--- config.mk ---
export PLATFORM = sky130hd
export DESIGN_NAME = fifo_queue_with_search_top_flat
export DESIGN_NICKNAME = d
export VERILOG_FILES = /design/src/sv/fqs_pkg.sv /design/src/sv/fqs_stream_if.sv /design/src/sv/fqs_ram.sv /design/src/sv/fqs_ctrl.sv /design/src/sv/fqs_datapath.sv /design/src/sv/fifo_queue_with_search_top.sv /design/src/flat_wrapper.sv
export VERILOG_INCLUDE_DIRS = /design/src /design/src/sv
export SDC_FILE = /design/constraint.sdc
export NUM_CORES = 1
export LEC_CHECK = 0
export BUFFER_PORTS_ARGS = -buffer_cell sky130_fd_sc_hd__clkbuf_2
export CORE_ASPECT_RATIO = 1.2
export CORE_MARGIN = 2
export CORE_UTILIZATION = 40
export CTS_BUF_LIST = sky130_fd_sc_hd__clkbuf_16
export DETAILED_ROUTE_END_ITERATION = 7
export PLACE_DENSITY_LB_ADDON = 0.12
export SLEW_MARGIN = 20
export SYNTH_ARGS = -nofsm -noshare
export SYNTH_HDL_FRONTEND = slang
export SYNTH_SLANG_ARGS = --single-unit
export TNS_END_PERCENT = 30
--- constraint.sdc ---
create_clock -name clk -period 7.9 [get_ports clk]
set_clock_uncertainty 0.2 [all_clocks]
set_input_delay 0.395 -clock clk [delete_from_list [all_inputs] [get_ports clk]]
set_output_delay 0.395 -clock clk [all_outputs]
set_load 0.02 [all_outputs]
--- src/sv/fifo_queue_with_search_top_assert.svh ---
// Assertion macros shared by the queue-with-search RTL.
`ifndef FIFO_QUEUE_WITH_SEARCH_TOP_ASSERT_SVH
`define FIFO_QUEUE_WITH_SEARCH_TOP_ASSERT_SVH

`ifndef SYNTHESIS

// Property that must hold at every clock edge out of reset.
`define FQS_ASSERT(lbl, prop, msg) \
    lbl: assert property (@(posedge clk) disable iff (!rst_n) prop) else $error(msg);

// Condition that must never be seen out of reset.
`define FQS_ASSERT_NEVER(lbl, cond, msg) \
    lbl: assert property (@(posedge clk) disable iff (!rst_n) !(cond)) else $error(msg);

`else

`define FQS_ASSERT(lbl, prop, msg)
`define FQS_ASSERT_NEVER(lbl, cond, msg)

`endif

`endif

--- src/sv/fqs_pkg.sv ---
// Shared types, codes and constants of the queue-with-search block.
`default_nettype none

package fqs_pkg;

    // Default number of ring entries
    localparam int DEPTH_DEFAULT = 16;

    // Field widths fixed by the transfer formats
    localparam int DATA_W  = 32;
    localparam int POS_W   = 10;
    localparam int COUNT_W = 11;

    // Opcodes
    localparam logic [2:0] OP_ENQUEUE = 3'd0;
    localparam logic [2:0] OP_DEQUEUE = 3'd1;
    localparam logic [2:0] OP_READ    = 3'd2;
    localparam logic [2:0] OP_FIND    = 3'd3;
    localparam logic [2:0] OP_WRITE   = 3'd4;

    // Status codes
    localparam logic [1:0] ST_OK    = 2'd0;
    localparam logic [1:0] ST_EMPTY = 2'd1;
    localparam logic [1:0] ST_MISS  = 2'd2;
    localparam logic [1:0] ST_FULL  = 2'd3;

    typedef logic [COUNT_W-1:0] count_out_t;
    typedef logic [POS_W-1:0]   pos_t;

    // Request transfer
    typedef struct packed {
        logic [2:0]               opcode;
        logic signed [DATA_W-1:0] value;
        pos_t                     position;
    } req_t;

    // Response transfer
    typedef struct packed {
        logic [1:0]               status;
        logic signed [DATA_W-1:0] read_value;
        count_out_t               found_position;
        logic                     is_empty;
        count_out_t               entry_count;
    } rsp_t;

    // Controller to datapath
    typedef struct packed {
        logic load_req;
        logic start_read;
        logic start_scan;
        logic scan_step;
        logic capture;
        logic commit;
    } cmd_t;

    // Datapath to controller
    typedef struct packed {
        logic need_read;
        logic need_scan;
        logic hit;
        logic scan_end;
        logic out_free;
    } sts_t;

endpackage

`default_nettype wire

--- src/sv/fqs_stream_if.sv ---
// Valid/ready stream interface with a typed payload.
`default_nettype none

interface fqs_stream_if #(
    parameter type payload_t = logic
);
    logic     valid;
    logic     ready;
    payload_t payload;

    modport source (output valid, output payload, input ready);
    modport sink (input valid, input payload, output ready);
endinterface

`default_nettype wire

--- src/sv/fqs_ram.sv ---
// Generic single-write, single-read RAM with registered read data.
`default_nettype none

module fqs_ram #(
    parameter int WIDTH = 32,
    parameter int DEPTH = 16
) (
    input  wire logic                     clk,
    input  wire logic                     wr_en,
    input  wire logic [$clog2(DEPTH)-1:0] wr_addr,
    input  wire logic [WIDTH-1:0]         wr_data,
    input  wire logic                     rd_en,
    input  wire logic [$clog2(DEPTH)-1:0] rd_addr,
    output logic      [WIDTH-1:0]         rd_data
);

    logic [WIDTH-1:0] mem [DEPTH];

    // Write port
    always_ff @(posedge clk)
    begin
        if (wr_en)
        begin
            mem[wr_addr] <= wr_data;
        end
    end

    // Registered read port
    always_ff @(posedge clk)
    begin
        if (rd_en)
        begin
            rd_data <= mem[rd_addr];
        end
    end

endmodule

`default_nettype wire

--- src/sv/fqs_ctrl.sv ---
// Sequencing state machine of the queue-with-search block.
`default_nettype none

`include "fifo_queue_with_search_top_assert.svh"

module fqs_ctrl (
    input  wire logic          clk,
    input  wire logic          rst_n,
    input  wire logic          req_valid,
    output logic               req_ready,
    input  wire fqs_pkg::sts_t sts,
    output fqs_pkg::cmd_t      cmd
);

    typedef enum logic [2:0] {
        S_IDLE,
        S_EXEC,
        S_WAIT,
        S_SCAN,
        S_DONE
    } state_t;

    state_t state_reg;
    state_t state_next;

    // Next state and commands
    always_comb
    begin
        state_next = state_reg;
        cmd        = '0;
        req_ready  = 1'b0;
        case (state_reg)
            S_IDLE:
            begin
                req_ready = 1'b1;
                if (req_valid)
                begin
                    cmd.load_req = 1'b1;
                    state_next   = S_EXEC;
                end
            end
            S_EXEC:
            begin
                if (sts.need_read)
                begin
                    cmd.start_read = 1'b1;
                    state_next     = S_WAIT;
                end
                else if (sts.need_scan)
                begin
                    cmd.start_scan = 1'b1;
                    state_next     = S_SCAN;
                end
                else
                begin
                    state_next = S_DONE;
                end
            end
            S_WAIT:
            begin
                cmd.capture = 1'b1;
                state_next  = S_DONE;
            end
            S_SCAN:
            begin
                // one compare per cycle, next read already in flight
                cmd.scan_step = 1'b1;
                if (sts.hit || sts.scan_end)
                begin
                    state_next = S_DONE;
                end
            end
            S_DONE:
            begin
                if (sts.out_free)
                begin
                    cmd.commit = 1'b1;
                    state_next = S_IDLE;
                end
            end
            default:
            begin
                state_next = S_IDLE;
            end
        endcase
    end

    // State register
    always_ff @(posedge clk or negedge rst_n)
    begin
        if (!rst_n)
        begin
            state_reg <= S_IDLE;
        end
        else
        begin
            state_reg <= state_next;
        end
    end

    // Checks
    `FQS_ASSERT(a_scan_follows_start, cmd.start_scan |=> cmd.scan_step, "scan did not start")
    `FQS_ASSERT(a_accept_then_busy, (req_valid && req_ready) |=> !req_ready, "accepted while busy")

endmodule

`default_nettype wire

--- src/sv/fqs_datapath.sv ---
// Ring pointers, entry store, search counter and response register.
`default_nettype none

`include "fifo_queue_with_search_top_assert.svh"

module fqs_datapath #(
    parameter int DEPTH = fqs_pkg::DEPTH_DEFAULT
) (
    input  wire logic          clk,
    input  wire logic          rst_n,
    input  wire fqs_pkg::cmd_t cmd,
    output fqs_pkg::sts_t      sts,
    input  wire fqs_pkg::req_t in_payload,
    input  wire logic          out_ready,
    output logic               out_valid,
    output fqs_pkg::rsp_t      out_payload
);

    localparam int IDX_W = $clog2(DEPTH);
    localparam int CNT_W = $clog2(DEPTH + 1);
    localparam logic [IDX_W:0] DEPTH_S = (IDX_W + 1)'(DEPTH);

    // Ring index of base plus offset, both below DEPTH
    function automatic logic [IDX_W-1:0] ring_slot(
        input logic [IDX_W-1:0] base,
        input logic [IDX_W-1:0] off
    );
        logic [IDX_W:0] sum;
        sum = {1'b0, base} + {1'b0, off};
        if (sum >= DEPTH_S)
        begin
            sum = sum - DEPTH_S;
        end
        return sum[IDX_W-1:0];
    endfunction

    // Latched request
    logic [2:0]                  op_reg;
    logic [fqs_pkg::DATA_W-1:0]  val_reg;
    fqs_pkg::pos_t               pos_reg;

    // Queue state
    logic [CNT_W-1:0] count_reg;
    logic [CNT_W-1:0] count_next;
    logic [IDX_W-1:0] oldest_reg;
    logic [IDX_W-1:0] oldest_next;

    // Search and read holding
    logic [IDX_W-1:0]           k_reg;
    logic                       hit_reg;
    fqs_pkg::count_out_t        found_reg;
    logic [fqs_pkg::DATA_W-1:0] rd_hold_reg;

    // Response register
    fqs_pkg::rsp_t out_reg;
    fqs_pkg::rsp_t rsp_next;
    logic          out_valid_reg;

    logic                       full;
    logic                       pos_ok;
    fqs_pkg::count_out_t        count_ext;
    fqs_pkg::pos_t              pos_m1;
    logic [CNT_W-1:0]           k_next_cnt;
    logic [IDX_W-1:0]           offset;
    logic [IDX_W-1:0]           slot;
    logic                       wr_ok;
    logic                       rd_en;
    logic [fqs_pkg::DATA_W-1:0] rd_data;

    // Request decode against current occupancy
    assign full       = (count_reg == CNT_W'(DEPTH));
    assign count_ext  = fqs_pkg::count_out_t'(count_reg);
    assign pos_ok     = (pos_reg != '0) && ({1'b0, pos_reg} <= count_ext);
    assign pos_m1     = pos_reg - fqs_pkg::POS_W'(1);
    assign k_next_cnt = CNT_W'(k_reg) + CNT_W'(1);

    // One address path serves both RAM ports
    always_comb
    begin
        if (cmd.scan_step)
        begin
            offset = k_reg + IDX_W'(1);
        end
        else if (op_reg == fqs_pkg::OP_ENQUEUE)
        begin
            offset = count_reg[IDX_W-1:0];
        end
        else if (op_reg == fqs_pkg::OP_READ || op_reg == fqs_pkg::OP_WRITE)
        begin
            offset = pos_m1[IDX_W-1:0];
        end
        else
        begin
            offset = '0;
        end
    end

    assign slot  = ring_slot(oldest_reg, offset);
    assign rd_en = cmd.start_read | cmd.start_scan | cmd.scan_step;

    fqs_ram #(
        .WIDTH (fqs_pkg::DATA_W),
        .DEPTH (DEPTH)
    ) u_store (
        .clk     (clk),
        .wr_en   (cmd.commit & wr_ok),
        .wr_addr (slot),
        .wr_data (val_reg),
        .rd_en   (rd_en),
        .rd_addr (slot),
        .rd_data (rd_data)
    );

    // Status to controller
    always_comb
    begin
        sts.need_read = ((op_reg == fqs_pkg::OP_DEQUEUE) && (count_reg != '0))
                      || ((op_reg == fqs_pkg::OP_READ) && pos_ok);
        sts.need_scan = (op_reg == fqs_pkg::OP_FIND) && (count_reg != '0);
        sts.hit       = (rd_data == val_reg);
        sts.scan_end  = (k_next_cnt == count_reg);
        sts.out_free  = !out_valid_reg || out_ready;
    end

    // Result and state update at commit
    always_comb
    begin
        rsp_next    = '0;
        count_next  = count_reg;
        oldest_next = oldest_reg;
        wr_ok       = 1'b0;
        case (op_reg)
            fqs_pkg::OP_ENQUEUE:
            begin
                if (full)
                begin
                    rsp_next.status = fqs_pkg::ST_FULL;
                end
                else
                begin
                    wr_ok      = 1'b1;
                    count_next = count_reg + CNT_W'(1);
                end
            end
            fqs_pkg::OP_DEQUEUE:
            begin
                if (count_reg == '0)
                begin
                    rsp_next.status = fqs_pkg::ST_EMPTY;
                end
                else
                begin
                    rsp_next.read_value = rd_hold_reg;
                    oldest_next         = ring_slot(oldest_reg, IDX_W'(1));
                    count_next          = count_reg - CNT_W'(1);
                end
            end
            fqs_pkg::OP_READ:
            begin
                if (pos_ok)
                begin
                    rsp_next.read_value = rd_hold_reg;
                end
                else
                begin
                    rsp_next.status = fqs_pkg::ST_MISS;
                end
            end
            fqs_pkg::OP_FIND:
            begin
                if (hit_reg)
                begin
                    rsp_next.found_position = found_reg;
                end
                else
                begin
                    rsp_next.status = fqs_pkg::ST_MISS;
                end
            end
            fqs_pkg::OP_WRITE:
            begin
                if (pos_ok)
                begin
                    wr_ok = 1'b1;
                end
                else
                begin
                    rsp_next.status = fqs_pkg::ST_MISS;
                end
            end
            default:
            begin
                // unused opcodes leave everything alone
            end
        endcase
        rsp_next.is_empty    = (count_next == '0);
        rsp_next.entry_count = fqs_pkg::count_out_t'(count_next);
    end

    // Request, search and read holding registers
    always_ff @(posedge clk)
    begin
        if (cmd.load_req)
        begin
            op_reg  <= in_payload.opcode;
            val_reg <= in_payload.value;
            pos_reg <= in_payload.position;
            hit_reg <= 1'b0;
        end
        if (cmd.start_scan)
        begin
            k_reg <= '0;
        end
        if (cmd.scan_step)
        begin
            k_reg <= k_reg + IDX_W'(1);
            if (sts.hit)
            begin
                hit_reg   <= 1'b1;
                found_reg <= fqs_pkg::count_out_t'(k_next_cnt);
            end
        end
        if (cmd.capture)
        begin
            rd_hold_reg <= rd_data;
        end
        if (cmd.commit)
        begin
            out_reg <= rsp_next;
        end
    end

    // Queue pointers and response valid
    always_ff @(posedge clk or negedge rst_n)
    begin
        if (!rst_n)
        begin
            count_reg     <= '0;
            oldest_reg    <= '0;
            out_valid_reg <= 1'b0;
        end
        else
        begin
            if (cmd.commit)
            begin
                count_reg     <= count_next;
                oldest_reg    <= oldest_next;
                out_valid_reg <= 1'b1;
            end
            else if (out_ready)
            begin
                out_valid_reg <= 1'b0;
            end
        end
    end

    assign out_valid   = out_valid_reg;
    assign out_payload = out_reg;

    // Checks
    `FQS_ASSERT(a_count_bound, count_reg <= CNT_W'(DEPTH), "count above depth")
    `FQS_ASSERT(a_oldest_bound, {1'b0, oldest_reg} < DEPTH_S, "oldest index out of ring")
    `FQS_ASSERT_NEVER(a_commit_blocked, cmd.commit && !sts.out_free, "response overwritten")
    `FQS_ASSERT(a_enq_count, (cmd.commit && op_reg == fqs_pkg::OP_ENQUEUE && !full) |=> count_reg == $past(count_reg) + CNT_W'(1), "enqueue count")

endmodule

`default_nettype wire

--- src/sv/fifo_queue_with_search_top.sv ---
// Bounded FIFO queue of signed words with positional access and search.
// Every request transfer yields one response transfer. Enqueue, overwrite,
// requests that fail on their own checks and unused opcodes go straight to
// commit; dequeue and read at position first pass through the registered
// read of the entry store; find walks the store one entry per cycle from the
// oldest until a match or the last entry. A new request is taken once the
// previous one has committed its response, even while that response still
// waits in the output register. No clearing pass runs after reset.
`default_nettype none

module fifo_queue_with_search_top #(
    parameter int DEPTH = fqs_pkg::DEPTH_DEFAULT
) (
    input wire logic    clk,
    input wire logic    rst_n,
    fqs_stream_if.sink  req,
    fqs_stream_if.source rsp
);

    fqs_pkg::cmd_t cmd;
    fqs_pkg::sts_t sts;

    // Sequencer
    fqs_ctrl u_ctrl (
        .clk       (clk),
        .rst_n     (rst_n),
        .req_valid (req.valid),
        .req_ready (req.ready),
        .sts       (sts),
        .cmd       (cmd)
    );

    // Queue datapath
    fqs_datapath #(
        .DEPTH (DEPTH)
    ) u_datapath (
        .clk         (clk),
        .rst_n       (rst_n),
        .cmd         (cmd),
        .sts         (sts),
        .in_payload  (req.payload),
        .out_ready   (rsp.ready),
        .out_valid   (rsp.valid),
        .out_payload (rsp.payload)
    );

endmodule

`default_nettype wire

--- src/flat_wrapper.sv ---
// flat-port wrapper written by rule: the top's interface ports become plain ports
module fifo_queue_with_search_top_flat import fqs_pkg::*;
#(
    parameter int DEPTH = fqs_pkg::DEPTH_DEFAULT
)
  (clk, rst_n, req_valid, req_payload, req_ready, rsp_valid, rsp_payload, rsp_ready);
  fqs_stream_if #(.payload_t(req_t)) req_i ();
  fqs_stream_if #(.payload_t(rsp_t)) rsp_i ();
  input wire logic clk;
  input wire logic rst_n;
  input wire logic [$bits(req_i.valid)-1:0] req_valid;
  input wire logic [$bits(req_i.payload)-1:0] req_payload;
  output wire logic [$bits(req_i.ready)-1:0] req_ready;
  output wire logic [$bits(rsp_i.valid)-1:0] rsp_valid;
  output wire logic [$bits(rsp_i.payload)-1:0] rsp_payload;
  input wire logic [$bits(rsp_i.ready)-1:0] rsp_ready;
  assign req_i.valid = req_valid;
  assign req_i.payload = req_payload;
  assign req_ready = req_i.ready;
  assign rsp_valid = rsp_i.valid;
  assign rsp_payload = rsp_i.payload;
  assign rsp_i.ready = rsp_ready;
  fifo_queue_with_search_top #(.DEPTH(DEPTH)) u_core (.clk(clk), .rst_n(rst_n), .req(req_i), .rsp(rsp_i));
endmodule
==> metrics.yaml <==
crit_path_start_kind: "flop"
grt_pass1_vias: 17770
tns_ps: 0
antenna_found_initial: 1
pwr_density_cell_nw_per_um2: 416.6
status: "finished clean"
postCtsSetupBuffers: 0
path_class: "reg2reg"
yosysSeqAreaShare_pct: 69.05
fin_util_pct: 46.82
hold_slack_ps: 35.05
wl_um: 81320
grt_max_degree: 133
synth_edf_count: 675
period_share_pct: 67.68
drtPass1Iterations: 5
nets: 2171
drive_gt1_share_pct: 21.18
vias: 17560
min_period_ps: 5347
top_register: "u_core.u_datapath.u_store.mem"
clock_latency_ps: 620
numCtsBuffers: 74
slew_violations: 0
fp.dieH_um: 303.3
viasPerCell: 5.554
worstPathRequired_ps: 8100
endpoint_kind: "flop"
dieArea_um2: 76840
start_util_pct: 40.46
wl_met3_um: 4260
cts_buffer_depth: 3
htreeDepth: 3
rsz0062_at_grt: "no"
slew_headroom_pct: 27.77
timing.fmax_ghz: 0.1870
place_inst: 2982
ys_seq_elements: 689
worst_slew_pin_slew_ps: 1078
ant_nets: 0
io_buffers: 95
grt_pass1_wl_um: 118800
grt_use_total_pct: 21.39
wl_per_cell_um: 25.72
highest-signal-layer: "met4"
dpl-instance-area_um2: 31780
setup_violations: 0
post_cts_resized: 0
first_iter_violations: 1595
vdd_drop_max_uv: 466.9
synth.distinct_cells: 60
wl_met1_um: 33880
ys_warn_count: 0
area_growth_pct: 15.71
pin_count: 108
num_rows: 109
path_clk_slew_ps: 70
maxCapViolCount: 0
syn_area_um2: 29850
largest_reg_flops: 512
cts_tree: "done"
core_um2: 73780
drc: 0
synthCells: 1950
globalplace.congestion: 0.8005
crit_arrival_ps: 5550
fin_area_um2: 34540
grt-ovfl-total: 0
hold_path.class: "in2async"
p_leak_nw: 11.77
route.met2.wl_um: 41170
die_x_um: 253.4
hpwl_um: 47000
finalHoldViolCount: 0
ys_async_sr_fraction_pct: 1.887
antenna_cells: 0
cp_max_fo: 56
cts_hold_buf: 48
fin_cells: 3161
clock_sinks: 689
avgSynthCellArea_um2: 15.31
ys.flop_type: "edfxtp_1"
cts_root_buf: "clkbuf_16"
==> placed cells by master, fill, tap and decap left out, types with 33 or more instances in the layout <==
cell / synthesis / routed
edfxtp_1: 675 / 675
nand2_1: 181 / 181
mux2i_1: 126 / 125
nor2_1: 111 / 111
mux2_2: 95 / 95
clkbuf_2: 0 / 95
o21ai_0: 78 / 78
clkbuf_16: 0 / 76
mux4_2: 66 / 66
a211oi_1: 63 / 63
buf_4: 29 / 55
dlygate4sd3_1: 0 / 48
xnor2_1: 44 / 41
and2_1: 40 / 39
o22ai_1: 38 / 38
a21oi_1: 39 / 38
nor4_1: 37 / 37
inv_1: 16 / 34
or3_1: 34 / 33
==> path summary, 6_finish.rpt <==
check / startpoint / end / slack (ps) / cells past startpoint
worst min-delay path: rst_n / u_core.u_ctrl.state_reg[2] / 40 / 2
min in group clk: req_payload[16] / u_core.u_datapath.val_reg[6] / 280 / 2
worst max-delay path: u_core.u_datapath.op_reg[2] / u_core.u_datapath.u_store.rd_data[19] / 2550 / 13
worst max register to register: u_core.u_datapath.op_reg[2] / u_core.u_datapath.u_store.rd_data[19] / 2550 / 13
max in group asynchronous: rst_n / u_core.u_datapath.oldest_reg[3] / 7160 / 2
worst min register to register: u_core.u_datapath.u_store.rd_data[30] / u_core.u_datapath.rd_hold_reg[30] / 290 / 0
==> cell families (layout without fill, tap and decap cells) <==
group                      after synthesis  in the layout  synth area share [%]
muxes                                  287            287                 12.79
and+or+nand+nor                        478            478                 7.510
DFF                                    689            689                 69.05
buffers and inverters                  153            354                 2.477
xor gates and xnor gates                51             51                 1.496
other                                    1             12               0.01256
adders and majority gates               15             15                0.6538
AOI/OAI and AO/OA                      276            276                 6.010
==> worst max-delay path, stage by stage (launching register included) <==
cell and delay (ps):
edfxtp_1 610, nand2b_1 350, o22ai_1 210, a21o_1 170, ha_4 130, inv_1 50
fa_4 1170, buf_4 810, mux2i_1 210, mux2_2 310, mux2i_1 180, o22ai_1 100
o22a_1 240, nor4_1 310
==> report_power, final <==
group          internal, mW  switching (mW)
combinational          2.57            3.69
sequential             4.54           0.286
clock                  1.88            1.43
total                  8.98            5.41
==> routing by layer <==
layer / vias to the layer above / track usage (%)
met5: - / 0
met4: 0 / 6.565
met3: 129 / 3.267
met2: 521 / 37.27
met1: 9072 / 27.59
li1: 7833 / -
==> layout make-up <==
class                           instances  area, um2
Clock buffer                           76       1902
Fill cell                            6370      39240
Tap cell                              999       1250
Timing Repair Buffer                  206       1536
Multi-Input combinational cell       1119       8796
Sequential cell                       689      20610
Clock inverter                         55      380.4
Inverter                               17      63.81
==> synth_stat cells, types with 2 or more instances <==
cell	instances	area [um2]
nand3_1	10	50.05
nand2b_1	4	25.02
nand4_1	11	68.82
nor3b_1	3	22.52
or2_2	2	12.51
a21boi_0	2	15.01
clkbuf_1	62	232.7
edfxtp_1	675	20270
o22a_1	31	271.5
mux2i_1	126	1261
buf_6	2	22.52
and3_1	3	18.77
a21oi_1	39	195.2
buf_4	29	217.7
a211oi_1	63	473.0
nand2_1	181	679.4
buf_1	10	37.54
ha_1	14	175.2
a21o_1	7	52.55
nand3b_1	3	22.52
o21ai_1	2	10.01
dfrtp_1	13	325.3
nor4_1	37	231.5
or3_1	34	212.7
o211ai_1	2	15.01
o22ai_1	38	237.7
o221ai_1	2	17.52
buf_2	33	165.2
and2_1	40	250.2
or4b_1	2	20.02
nor2b_1	3	18.77
xor2_1	7	61.31
nor2_1	111	416.7
inv_1	16	60.06
mux2_2	95	1070
nand4b_1	2	17.52
o21ai_0	78	390.4
xnor2_1	44	385.4
nor3_1	28	140.1
mux4_2	66	1486
==> metrics by stage <==
stage | total power [mW] | worst slack [ps]
5_1_grt | 15.20 | 2226
3_3_place_gp | 11.05 | 2651
2_1_floorplan | 9.487 | 2201
4_1_cts | 14.54 | 2520
6_report | 14.39 | 2553
3_5_place_dp | 11.19 | 2559
Note: power is estimated with default switching activity, not from simulation.
